## config.mk

```make
export PLATFORM = sky130hd
export DESIGN_NAME = stw_scan_unit
export DESIGN_NICKNAME = d
export VERILOG_FILES = /design/src/stw_pkg.sv /design/src/stw_scan_unit.sv
export SDC_FILE = /design/constraint.sdc
export NUM_CORES = 1
export LEC_CHECK = 0
export BUFFER_PORTS_ARGS = -buffer_cell sky130_fd_sc_hd__buf_2
export CAP_MARGIN = 30
export CORE_UTILIZATION = 51
export DETAILED_ROUTE_END_ITERATION = 8
export MAX_ROUTING_LAYER = met4
export PLACE_DENSITY = 0.78
export SYNTH_ARGS = -nofsm -noshare
export SYNTH_HDL_FRONTEND = slang
export SYNTH_SLANG_ARGS = --single-unit
```

## constraint.sdc

```tcl
create_clock -name clk -period 2.6 [get_ports clk]
set_input_delay 0.65 -clock clk [delete_from_list [all_inputs] [get_ports clk]]
set_output_delay 0.65 -clock clk [all_outputs]
set_load 0.02 [all_outputs]
```

## src/stw_pkg.sv

```systemverilog
// stw_pkg: shared types and constants of the stereo winner-take-all block
// no dependencies; used by the interfaces, the scan unit, the top level and the checker
`default_nettype none

package stw_pkg;

	// fixed field widths of the channels
	localparam int COST_W = 16;
	localparam int PIX_W  = 6;
	localparam int DISP_W = 7;
	localparam int STAT_W = 2;

	// configuration register indexes (paddr[3:2])
	localparam logic [1:0] REG_MIN_DISP  = 2'd0;
	localparam logic [1:0] REG_MAX_DISP  = 2'd1;
	localparam logic [1:0] REG_ROW_WIDTH = 2'd2;

	// result status codes
	localparam logic [STAT_W-1:0] ST_OK  = 2'd0;
	localparam logic [STAT_W-1:0] ST_TIE = 2'd1;
	localparam logic [STAT_W-1:0] ST_LRF = 2'd2;

	// scan unit operations
	typedef logic [1:0] scan_mode_t;
	localparam scan_mode_t MODE_MIN = 2'd0;
	localparam scan_mode_t MODE_TIE = 2'd1;
	localparam scan_mode_t MODE_LR  = 2'd2;

	typedef struct packed {
		logic       clr;
		scan_mode_t mode;
		logic       vld;
	} scan_ctrl_t;

	typedef struct packed {
		logic tie;
		logic lr;
	} scan_flags_t;

endpackage

`default_nettype wire

```

## src/stw_scan_unit.sv

```systemverilog
// stw_scan_unit: shared compare unit for minimum search, tie scan and cross check
// depends on stw_pkg for the control and flag structs
`default_nettype none

module stw_scan_unit #(
	parameter int DW = 16,
	parameter int KW = 6
) (
	input  wire logic                 clk,
	input  wire logic                 arst_n,
	input  stw_pkg::scan_ctrl_t       ctrl,
	input  wire logic        [DW-1:0] data,
	input  wire logic        [KW-1:0] tag,
	output logic             [KW-1:0] kbest,
	output stw_pkg::scan_flags_t      flags
);
	import stw_pkg::*;

	logic [DW-1:0] best_q;
	logic [KW-1:0] kbest_q;
	logic          tie_q;
	logic          lr_q;
	logic          lt;
	logic          eq;

	// the one comparator pair, shared by every phase
	assign lt = data < best_q;
	assign eq = data == best_q;

	always_ff @(posedge clk) begin
		if (ctrl.vld && ctrl.mode == MODE_MIN && (tag == '0 || lt)) begin
			best_q  <= data;
			kbest_q <= tag;
		end
	end

	always_ff @(posedge clk or negedge arst_n) begin
		if (!arst_n) begin
			tie_q <= 1'b0;
			lr_q  <= 1'b0;
		end else if (ctrl.clr) begin
			tie_q <= 1'b0;
			lr_q  <= 1'b0;
		end else if (ctrl.vld) begin
			case (ctrl.mode)
				MODE_TIE: begin
					if (tag != kbest_q && eq) begin
						tie_q <= 1'b1;
					end
				end
				MODE_LR: begin
					if (lt) begin
						lr_q <= 1'b1;
					end
				end
				default: begin
				end
			endcase
		end
	end

	assign kbest     = kbest_q;
	assign flags.tie = tie_q;
	assign flags.lr  = lr_q;

endmodule

`default_nettype wire

```

======== Word level (Yosys, flattened, before mapping) ========
Cells that the tools add are included.
word-level totals
  flip-flop bits (word level) ............. 24
  bits in latches ......................... 0
  RAM bits ................................ 0
  bits in read-only memories .............. 0
  input port bits ......................... 28
  output and inout bits ................... 8
  word-level logic and storage cells ...... 30
  memories ................................ 0
operators by class
  $add $sub $neg .......................... 0
  multipliers ............................. 0
  div/mod/pow operators ................... 0
  order comparisons ....................... 1
  equal/unequal tests ..................... 4
  shift operators ......................... 0
  multiplexer cells ....................... 8
  bitwise logic cells ..................... 0
  reduce and logical (&&, ||, !) cells .... 13
operators with widths
  cell                                                                    count
  16-bit equality test                                                    1
  16-bit < comparator                                                     1
  2-bit nonzero test                                                      5
  1-bit two-way mux                                                       8
  6-bit logical NOT                                                       1
  6-bit != test                                                           1
  3-bit AND reduction                                                     2
  1-bit logical AND                                                       3
  2-bit by 1-bit equality test with 1-bit output (second input constant)  1
  2-bit equality test (second input constant)                             1
  2-bit logical NOT                                                       1
  1-bit logical OR                                                        1

======== Longest topological paths before layout ========
  depth in word-level cells ............... 6
  mapped depth ............................ 7
  mapped depth without buffers ............ 7

======== Least setup slack after synthesis ========
Ideal clock, no wire load.
  kind .................................... input -> register
  start point ............................. input data[9]
  end point ............................... register best_q[0] (enable)
  library setup time ...................... 0.380 ns
  arrival ................................. 2.206 ns
  data required time ...................... 2.220 ns
  slack ................................... 0.014 ns
  stages .................................. 6
  buffers on the path ..................... 0
  path through ............................ ha_1 a21o_1 nand3_2 a21oi_2 a2111oi_2 o21a_1
on the way
  cells in the longest elaborated chain, start to end .. 3
ends and longest elaborated chain
  element               line                 source
  start, declared       stw_scan_unit.sv:12  input wire logic [DW-1:0] data,
  16-bit < comparator   stw_scan_unit.sv:27  assign lt = data < best_q;
  1-bit logical OR      stw_scan_unit.sv:31  if (ctrl.vld && ctrl.mode == MODE_MIN && (tag == '0 || lt)) begin
  1-bit logical AND     stw_scan_unit.sv:31
  end signal, assigned  stw_scan_unit.sv:32  best_q <= data;
  end, declared         stw_scan_unit.sv:19  logic [DW-1:0] best_q;
Every way passes these cells.
A chain may end at the register's enable or synchronous reset.

======== Worst setup path after layout ========
  start point ............................. input data[11]
  end point ............................... register best_q[8] (enable)
The elaborated chain is that of the path after synthesis.

==> impl_metrics.yaml <==
synthesis:
  synth_cells: 101
  synthesis.nets: 145
  yosysUniqueCellTypes: 28
  syn_area_per_cell_um2: 12.7
  yosys_register_bits: 24
  yosysSeqAreaShare_pct: 55.4
  synth_area_mm2: 0.00128
  ys_warn_count: 0
worst_setup_path:
  worstSetupEndpointType: "flop"
  r2r_start: "best_q[9]$_DFFE_PP_"
  crit_fanout: 12
  required_ns: 2.63
  reg2reg_to: "best_q[8]$_DFFE_PP_"
  crit_type: "in2reg"
  reg2regPathDepth: 8
  critPathLaunchType: "primary input"
  cp_data_arrival_time_ns: 2.19
  r2r_slack_ns: 0.51
  crit_path_start: "data[11]"
timing:
  hold_ws_ns: 0.0982
  tightestPinTransition_ns: 0.368
  period_share_pct: 82.9
  setup_slack_ns: 0.443
  fin_crit_ns: 2.16
  rsz0062_at_grt: "false"
  tns_ns: 0
  finClkSkew_ns: 0.00689
  max_freq_ghz: 0.464
  slew_headroom_pct: 75.2
  drv_slew: 0
  hold_viol: 0
  setup-violations-final: 0
global_route:
  antenna_found_initial: 0
  gr-usage-all-layers_pct: 19.8
  grt_pass1_vias: 867
  overflow: 0
  grt_pass1_wl_um: 3620
  grt_max_degree: 15
floorplan:
  rows: 17
  start_util_pct: 55.9
  die_y_um: 52.2
  core-area_mm2: 0.00230
  die_area_mm2: 0.00272
  dieWidth_um: 52.2
  ios: 36
cts:
  cts_resized: 0
  cts-buffers-inserted: 3
  cts_tree: "built"
  clock-root-buffer: "clkbuf_4"
  cts_buffer_depth: 2
  postCtsSetupRepairBufs: 0
  htreeDepth: 1
  clock_sinks: 24
  worstSkewPairLatency_ns: 0.31
  clk_pin_slew_worst_paths_ns: 0.13
  holdBufCountCts: 0
place:
  io_buffers: 35
  placed_cells: 164
  dpl.hpwl_um: 1850
  gp_congestion: 0.808
  pre_cts_slack_ns: 0.109
power_and_ir_drop:
  leakage_nw: 0.716
  power.density_mw_per_mm2: 515
  peakVddDrop_mv: 0.406
run:
  timing.max_cap.violations: 0
detailed_routing:
  drtIter0Drc: 12
  firstDrtPassIters: 4
  via_count: 876
  routed_via_density: 5.21
  drt_wl_total_um: 2260
  wl_per_cell_um: 13.5
  post-route-drc-count: 0
  ant_nets: 0
min_path:
  hp-class: "in2async"
cells_and_area:
  area_growth_pct: 20.5
  final_core_util_pct: 67.3
  final_cell_mix: "35 x buf_2, 22 x edfxtp_1, 18 x inv_1"
  drive_gt1_share_pct: 32.9
  diodes: 0
  final_cells: 168
  layout_commonest_cell: "buf_2"
  nets: 185
run_status:
  status: "finished clean"
-- flip-flops by register name, indices dropped and copies added, names as in the netlist --
signal  count
lr_q        1
best_q     16
tie_q       1
kbest       6
-- synth_stat cells --
master	instances	area, um^2
edfxtp_1	22	661
inv_1	18	67.6
ha_1	16	200
a21oi_1	7	35.0
nand2_1	5	18.8
xor2_1	4	35.0
nor3_1	3	15.0
buf_4	2	15.0
dfrtp_1	2	50.1
o21a_1	2	15.0
o21ai_0	2	10.0
xnor2_1	2	17.5
a2111oi_2	1	15.0
a21o_1	1	7.51
a21oi_2	1	8.76
a22o_1	1	8.76
a31oi_1	1	6.26
nand3_1	1	5.00
nand3_2	1	10.0
nand3b_1	1	7.51
nand4_1	1	6.26
nand4_2	1	12.5
nor2_1	1	3.75
nor3b_1	1	7.51
nor4_1	1	6.26
nor4_4	1	21.3
nor4bb_1	1	10.0
or4_1	1	7.51
-- critical path: stages --
cell and delay, ns:
buf_2 0.11, ha_1 0.33, a21oi_1 0.20, a21oi_2 0.10
a2111oi_2 0.41, o21a_1 0.18, buf_4 0.20
-- report_power, final --
group / internal (mW) / switching, mW
clock network: 0.156 / 0.113
logic: 0.0415 / 0.0508
registers: 0.432 / 0.00338
-- logic make-up (layout without fill, tap and decap cells) --
logic type      count (synthesis)  in the layout  share of synthesized area, %
simple gates                   19             19                          10.2
flops                          24             24                          55.4
buf+inv                        20             59                          6.43
compound gates                 16             16                          8.28
fa+ha+maj                      16             16                          15.6
xor+xnor                        6              6                          4.09
-- how the worst max path moves through the flow --
stage	end	cells past startpoint
floorplan	best_q[0]$_DFFE_PP_	6
global placement	best_q[8]$_DFFE_PP_	8
detailed placement	best_q[8]$_DFFE_PP_	8
CTS	best_q[8]$_DFFE_PP_	8
global route	best_q[8]$_DFFE_PP_	7
finish	best_q[8]$_DFFE_PP_	7
-- per-layer routing --
metal	global-route usage, %	part of all wire [%]	vias up
met5	-	0	-
met4	10.5	2.1	0
met3	3.19	4.5	6
met2	32.7	49	26
met1	23.2	45	400
li1	-	-	444
-- stage by stage --
stage | area (um^2) | total power [mW]
after CTS | 1550 | 0.805
after floorplan | 1280 | 0.494
after detailed placement | 1490 | 0.537
after global routing | 1550 | 0.823
after global placement | 1490 | 0.532
final | 1550 | 0.796
-- cell type report --
cell class / count / area (um^2)
multi-input combinational: 57 / 490
inverter: 18 / 67.6
clock inverter: 1 / 30.0
timing repair buffer: 37 / 190
clock buffer: 3 / 22.5
sequential: 24 / 711
tap: 28 / 35.0
fill: 182 / 751
Power figures use the tool's default switching activity.
